<file path="src/design/aes_pkg.sv">
// Package for the AES block cipher: payload types, S-box functions, helpers.
// No dependencies.
package aes_pkg;
	typedef struct packed {
		logic        op;
		logic [63:0] block_hi;
		logic [63:0] block_lo;
	} in_t;

	typedef struct packed {
		logic [63:0] result_hi;
		logic [63:0] result_lo;
	} out_t;

	localparam int KeyDepth = 60;
	localparam int KeyAw = 6;
	localparam logic OpEnc = 1'b0;
	localparam logic OpDec = 1'b1;

	localparam logic [2:0] RegKeyLen = 3'd0;
	localparam logic [2:0] RegKey0 = 3'd1;
	localparam logic [2:0] RegKey1 = 3'd2;
	localparam logic [2:0] RegKey2 = 3'd3;
	localparam logic [2:0] RegKey3 = 3'd4;

	typedef logic [7:0] sbox_t [256];

	localparam sbox_t SBOX = '{
	8'h63,8'h7c,8'h77,8'h7b,8'hf2,8'h6b,8'h6f,8'hc5,8'h30,8'h01,8'h67,8'h2b,8'hfe,8'hd7,8'hab,8'h76,
	8'hca,8'h82,8'hc9,8'h7d,8'hfa,8'h59,8'h47,8'hf0,8'had,8'hd4,8'ha2,8'haf,8'h9c,8'ha4,8'h72,8'hc0,
	8'hb7,8'hfd,8'h93,8'h26,8'h36,8'h3f,8'hf7,8'hcc,8'h34,8'ha5,8'he5,8'hf1,8'h71,8'hd8,8'h31,8'h15,
	8'h04,8'hc7,8'h23,8'hc3,8'h18,8'h96,8'h05,8'h9a,8'h07,8'h12,8'h80,8'he2,8'heb,8'h27,8'hb2,8'h75,
	8'h09,8'h83,8'h2c,8'h1a,8'h1b,8'h6e,8'h5a,8'ha0,8'h52,8'h3b,8'hd6,8'hb3,8'h29,8'he3,8'h2f,8'h84,
	8'h53,8'hd1,8'h00,8'hed,8'h20,8'hfc,8'hb1,8'h5b,8'h6a,8'hcb,8'hbe,8'h39,8'h4a,8'h4c,8'h58,8'hcf,
	8'hd0,8'hef,8'haa,8'hfb,8'h43,8'h4d,8'h33,8'h85,8'h45,8'hf9,8'h02,8'h7f,8'h50,8'h3c,8'h9f,8'ha8,
	8'h51,8'ha3,8'h40,8'h8f,8'h92,8'h9d,8'h38,8'hf5,8'hbc,8'hb6,8'hda,8'h21,8'h10,8'hff,8'hf3,8'hd2,
	8'hcd,8'h0c,8'h13,8'hec,8'h5f,8'h97,8'h44,8'h17,8'hc4,8'ha7,8'h7e,8'h3d,8'h64,8'h5d,8'h19,8'h73,
	8'h60,8'h81,8'h4f,8'hdc,8'h22,8'h2a,8'h90,8'h88,8'h46,8'hee,8'hb8,8'h14,8'hde,8'h5e,8'h0b,8'hdb,
	8'he0,8'h32,8'h3a,8'h0a,8'h49,8'h06,8'h24,8'h5c,8'hc2,8'hd3,8'hac,8'h62,8'h91,8'h95,8'he4,8'h79,
	8'he7,8'hc8,8'h37,8'h6d,8'h8d,8'hd5,8'h4e,8'ha9,8'h6c,8'h56,8'hf4,8'hea,8'h65,8'h7a,8'hae,8'h08,
	8'hba,8'h78,8'h25,8'h2e,8'h1c,8'ha6,8'hb4,8'hc6,8'he8,8'hdd,8'h74,8'h1f,8'h4b,8'hbd,8'h8b,8'h8a,
	8'h70,8'h3e,8'hb5,8'h66,8'h48,8'h03,8'hf6,8'h0e,8'h61,8'h35,8'h57,8'hb9,8'h86,8'hc1,8'h1d,8'h9e,
	8'he1,8'hf8,8'h98,8'h11,8'h69,8'hd9,8'h8e,8'h94,8'h9b,8'h1e,8'h87,8'he9,8'hce,8'h55,8'h28,8'hdf,
	8'h8c,8'ha1,8'h89,8'h0d,8'hbf,8'he6,8'h42,8'h68,8'h41,8'h99,8'h2d,8'h0f,8'hb0,8'h54,8'hbb,8'h16};

	localparam sbox_t ISBOX = '{
	8'h52,8'h09,8'h6a,8'hd5,8'h30,8'h36,8'ha5,8'h38,8'hbf,8'h40,8'ha3,8'h9e,8'h81,8'hf3,8'hd7,8'hfb,
	8'h7c,8'he3,8'h39,8'h82,8'h9b,8'h2f,8'hff,8'h87,8'h34,8'h8e,8'h43,8'h44,8'hc4,8'hde,8'he9,8'hcb,
	8'h54,8'h7b,8'h94,8'h32,8'ha6,8'hc2,8'h23,8'h3d,8'hee,8'h4c,8'h95,8'h0b,8'h42,8'hfa,8'hc3,8'h4e,
	8'h08,8'h2e,8'ha1,8'h66,8'h28,8'hd9,8'h24,8'hb2,8'h76,8'h5b,8'ha2,8'h49,8'h6d,8'h8b,8'hd1,8'h25,
	8'h72,8'hf8,8'hf6,8'h64,8'h86,8'h68,8'h98,8'h16,8'hd4,8'ha4,8'h5c,8'hcc,8'h5d,8'h65,8'hb6,8'h92,
	8'h6c,8'h70,8'h48,8'h50,8'hfd,8'hed,8'hb9,8'hda,8'h5e,8'h15,8'h46,8'h57,8'ha7,8'h8d,8'h9d,8'h84,
	8'h90,8'hd8,8'hab,8'h00,8'h8c,8'hbc,8'hd3,8'h0a,8'hf7,8'he4,8'h58,8'h05,8'hb8,8'hb3,8'h45,8'h06,
	8'hd0,8'h2c,8'h1e,8'h8f,8'hca,8'h3f,8'h0f,8'h02,8'hc1,8'haf,8'hbd,8'h03,8'h01,8'h13,8'h8a,8'h6b,
	8'h3a,8'h91,8'h11,8'h41,8'h4f,8'h67,8'hdc,8'hea,8'h97,8'hf2,8'hcf,8'hce,8'hf0,8'hb4,8'he6,8'h73,
	8'h96,8'hac,8'h74,8'h22,8'he7,8'had,8'h35,8'h85,8'he2,8'hf9,8'h37,8'he8,8'h1c,8'h75,8'hdf,8'h6e,
	8'h47,8'hf1,8'h1a,8'h71,8'h1d,8'h29,8'hc5,8'h89,8'h6f,8'hb7,8'h62,8'h0e,8'haa,8'h18,8'hbe,8'h1b,
	8'hfc,8'h56,8'h3e,8'h4b,8'hc6,8'hd2,8'h79,8'h20,8'h9a,8'hdb,8'hc0,8'hfe,8'h78,8'hcd,8'h5a,8'hf4,
	8'h1f,8'hdd,8'ha8,8'h33,8'h88,8'h07,8'hc7,8'h31,8'hb1,8'h12,8'h10,8'h59,8'h27,8'h80,8'hec,8'h5f,
	8'h60,8'h51,8'h7f,8'ha9,8'h19,8'hb5,8'h4a,8'h0d,8'h2d,8'he5,8'h7a,8'h9f,8'h93,8'hc9,8'h9c,8'hef,
	8'ha0,8'he0,8'h3b,8'h4d,8'hae,8'h2a,8'hf5,8'hb0,8'hc8,8'heb,8'hbb,8'h3c,8'h83,8'h53,8'h99,8'h61,
	8'h17,8'h2b,8'h04,8'h7e,8'hba,8'h77,8'hd6,8'h26,8'he1,8'h69,8'h14,8'h63,8'h55,8'h21,8'h0c,8'h7d};

	function automatic logic [31:0] sub_word(input logic [31:0] w);
		sub_word = {SBOX[w[31:24]], SBOX[w[23:16]], SBOX[w[15:8]], SBOX[w[7:0]]};
	endfunction
endpackage

</file>
<file path="src/design/aes_key_mem.sv">
// Round key store: 60 words of 32 bits, one write and one registered read port.
// Depends on aes_pkg.
module aes_key_mem (
	input  logic                       clk,
	input  logic                       we,
	input  logic [aes_pkg::KeyAw-1:0]  waddr,
	input  logic [31:0]                wdata,
	input  logic [aes_pkg::KeyAw-1:0]  raddr,
	output logic [31:0]                rdata
);
	logic [31:0] mem_q [aes_pkg::KeyDepth];

	always_ff @(posedge clk) begin
		if (we) begin
			mem_q[waddr] <= wdata;
		end
		rdata <= mem_q[raddr];
	end
endmodule

</file>
<file path="config.mk">
export PLATFORM = sky130hd
export DESIGN_NAME = aes_key_mem
export DESIGN_NICKNAME = d
export VERILOG_FILES = /design/src/design/aes_pkg.sv /design/src/design/aes_key_mem.sv
export SDC_FILE = /design/constraint.sdc
export NUM_CORES = 2
export LEC_CHECK = 0
export ABC_AREA = 1
export BUFFER_PORTS_ARGS = -buffer_cell sky130_fd_sc_hd__buf_2
export CAP_MARGIN = 25
export CORE_MARGIN = 2
export CORE_UTILIZATION = 50
export DETAILED_ROUTE_END_ITERATION = 10
export PLACE_DENSITY = 0.65
export RECOVER_POWER = 25
export SLEW_MARGIN = 30
export SYNTH_ARGS = -nofsm -noshare
export SYNTH_HDL_FRONTEND = slang
export SYNTH_SLANG_ARGS = --single-unit
</file>
<file path="constraint.sdc">
create_clock -name clk -period 15.1 [get_ports clk]
set_input_delay 3.02 -clock clk [delete_from_list [all_inputs] [get_ports clk]]
set_output_delay 3.02 -clock clk [all_outputs]
set_load 0.005 [all_outputs]
</file>
# Yosys cells after proc, flatten, opt, wreduce, memory -nomap -nowiden

Memories as Yosys holds them, arrays and structs flattened. A register that Yosys moved wholly into a read port is not among the register bits.
Cells that the tools add are included.

Bits in read-only memories: 0
RAM bits: 1,920
Output and inout port bits: 32
Bits in registers: 0
Memories: 1
Latch bits: 0
Bits of input ports: 46

Divide/modulo/power cells: 0
Equal/unequal tests: 0
Shift-type cells: 0
Multiplexer cells: 2
Bitwise gates (word level): 0
Reductions and logical operators: 0
$add $sub $neg: 0
Multiply operators: 0
Magnitude comparators: 0

Memories:

| memory | depth | bits a word | read ports | clocked after Yosys merged registers in | write ports | RTL line          | source |
|---|---|---|---|---|---|---|---|
| mem_q  | 60    | 32          | 1          | 1                                       | 1           | aes_key_mem.sv:11 | `logic [31:0] mem_q [aes_pkg::KeyDepth];` |

Operators with widths:

| cell             | number |
|---|---|
| 2-to-1 mux 1 bit | 2 |

# Longest topological paths before layout

Depth after elaboration: 2
Depth in mapped cells: 15
Depth with buffers taken out: 11

# Worst setup path before layout

No wires, ideal clock.

Kind: in2reg
Start: in waddr[1] (netlist bit)
End: mem mem_q[34][0] (enable)
Arrival time: 6.532 ns
Data required time: 14.598 ns
Slack: 8.066 ns
Cell stages on the path: 3
Path buffers: 1
Cells stage by stage: clkbuf_1 -> inv_1 -> nor4_1

RTL lines:

| element            | RTL line          | source |
|---|---|---|
| start: declaration | aes_key_mem.sv:6  | `input logic [aes_pkg::KeyAw-1:0] waddr,` |
| end: declaration   | aes_key_mem.sv:11 |  |

No word-level cell before the write port.

==> out/qor.yml <==
timing:
  hold_viol: 0
  tightestPinTransition_ns: 3.014
  drv_slew: 1098
  tns_ns: 0
  holdWs_ns: 0.7206
  grt_setup_unrepaired: "no"
  setup-violations-final: 0
  finalCriticalPeriod_ns: 6.523
  relSlewSlack_pct: -101.0
  finalCritPeriodShare_pct: 43.20
  clock.fmax_ghz: 0.1533
  skew_ns: 0.03465
synthesis:
  synthAdderAreaFrac_pct: 0
  synth_xor_area_share_pct: 0
  synth_compound_area_share_pct: 1.141
  synth_cells: 6666
  synthSimpleGateAreaFrac_pct: 21.15
  synth_top_family_by_area: "simple AND/OR/NAND/NOR gates"
  netlist_area_sq_mm: 0.07871
  avgSynthCellArea_sq_um: 11.81
  ys_ff_latch: 1952
  synthMuxAreaShare_pct: 0
  syn-num-nets: 6712
  synth_seq_area_share_pct: 74.07
  yosys_warnings: 0
  yosysUniqueCellTypes: 21
routing:
  drtPass1Iterations: 8
  drt_wl_total_microns: 219400
  wl_met2_microns: 105200
  wl_met3_microns: 17910
  route.antenna.remaining_nets: 0
  met1_length_microns: 88590
  vias_per_cell: 5.818
  wl_per_cell_microns: 24.73
  drt_iter0_drc: 5972
  drc: 0
  num_vias: 51620
  maxUsedRoutingLayer: "met5"
outcome:
  status: "complete, but fails checks"
  violations: "capacitance limit, slew limit"
critical_path:
  cp.required_ns: 15.85
  setup.worst_path.start_class: "input port"
  arrival_ns: 7.27
  crit_path_end_kind: "flop"
  crit_fanout: 68
  crit_type: "in -> reg"
placement:
  io_buffers: 77
  dpl.hpwl_microns: 110800
  place.gp.congestion: 0.8072
final_layout:
  layout_commonest_cell: "nand2_1"
  layout.nets: 6691
  drive_gt1_share_pct: 7.636
  final_cell_mix: "nand2_1, edfxtp_1, nand3_1"
  area_delta_synth_final_pct: 10.92
  nFillCells: 12660
clock_network:
  cts_tree: "done"
  cts-root-buf: "clkbuf_16"
  cts-hold-fix-buffers: 0
  clock_path_buffers: 3
  clock_latency_ns: 0.82
  postCtsSetupRepairBufs: 0
  ctsResizeCount: 0
  clock_sinks: 1952
  cts_buffers: 193
  clk_pin_slew_worst_paths_ns: 0.06
  cts_max_level: 4
global_routing:
  grt_pass1_vias: 49460
  grt_pass1_wl_microns: 324700
  grt_usage_pct: 27.17
  grt_overflow: 0
  grt_antenna_before_repair: 11
  grt_max_degree: 211
floorplan:
  rows: 145
  die_area_sq_mm: 0.1606
  ios: 78
  die_w_microns: 400.8
  die_h_microns: 400.8
  initial_core_util_pct: 50.39
  core_area_sq_mm: 0.1562
power:
  irDropWorstVdd_uv: 111.3
  total_leakage_power_uw: 0.03145
  power_per_cell_area_mw_per_mm2: 130.9
hold_path:
  hold_class: "reg -> reg"
run:
  cap_viol_max_count: 18
power breakdown:
| group | total (uW) | switching, uW | internal [uW] |
|---|---|---|---|
| Sequential | 6030 | 23.3 | 6000 |
| Combinational | 667 | 511 | 157 |
| Clock | 4730 | 2030 | 2700 |
routing by layer:
metal / up-vias / GRT usage (%)
met5: - / 0
met4: 2 / 10.24
met3: 407 / 3.601
met2: 2431 / 44.36
met1: 25550 / 37.42
li1: 23230 / -
registers in the layout, indices dropped and copies added, names as in the netlist:
signal	flops
mem_q	1920
rdata	32
final cells by class:
| type | instances | area, sq um | share of cell area [%] |
|---|---|---|---|
| Multi-Input combinational cell | 4117 | 18000 | 20.62 |
| Clock buffer | 249 | 5239 | 6.001 |
| Tap cell | 2058 | 2575 | 2.950 |
| Inverter | 178 | 700.7 | 0.8026 |
| Antenna cell | 4 | 10.01 | 0.01147 |
| Sequential cell | 1952 | 58300 | 66.78 |
| Timing Repair Buffer | 203 | 1505 | 1.724 |
| Clock inverter | 111 | 978.4 | 1.121 |
cell usage after synthesis:
master    number  area, sq um
buf_8          3        45.04
clkbuf_1     188        705.7
nor3_1         7        35.03
buf_12         1        20.02
or2_2          2        12.51
edfxtp_1    1920        57660
nor2_1       325         1220
nor4_1         4        25.02
buf_2         74        370.4
nand2_1     2151         8074
o211ai_1      11        82.58
inv_2          3        11.26
buf_4         46        345.3
nand4_1        5        31.28
a21oi_1       19        95.09
buf_6         41        461.7
o21ai_0      144        720.7
buf_1         66        247.7
dfxtp_1       32        640.6
inv_1        175        656.9
nand3_1     1449         7252
final timing paths:
path	endpoint	startpoint	depth (start not counted)	slack, ns
worst min-delay path	rdata[11]$_DFF_P_	mem_q[56][11]$_DFFE_PP_	6	0.72
worst max register to register	rdata[3]$_DFF_P_	mem_q[13][3]$_DFFE_PP_	8	13.50
worst min register to register	rdata[11]$_DFF_P_	mem_q[56][11]$_DFFE_PP_	6	0.72
worst max-delay path	rdata[31]$_DFF_P_	raddr[0]	15	8.58
critical path: stages:
cell,delay [ns]
buf_8,0.35
buf_4,0.65
buf_4,0.69
buf_4,0.73
buf_4,0.68
nand2_1,0.11
nand2_1,0.11
nand2_1,0.06
nand3_1,0.10
nand3_1,0.09
nand2_1,0.17
nand2_1,0.07
nand2_1,0.09
nand2_1,0.05
nand2_1,0.09
logic make-up after synthesis:
kind of cell | Yosys count
flip-flops | 1952
AO/OA/AOI/OAI | 174
AND/OR/NAND/NOR | 3943
buffers and inverters | 597
through the flow:
step | cells | worst slack, ns | area [sq um] | power (uW) | util [%]
2_1_floorplan | 6666 | 8.066 | 78710 | 6505 | -
3_3_place_gp | 8505 | 7.946 | 81010 | 6789 | 51.86
3_5_place_dp | 8506 | 7.865 | 81080 | 6799 | 51.91
4_1_cts | 8866 | 8.705 | 87300 | 11470 | 55.89
5_1_grt | 8870 | 8.312 | 87300 | 11760 | 55.89
6_report | 8872 | 8.577 | 87300 | 11430 | 55.89
Note: power is estimated with default switching activity, not from simulation.
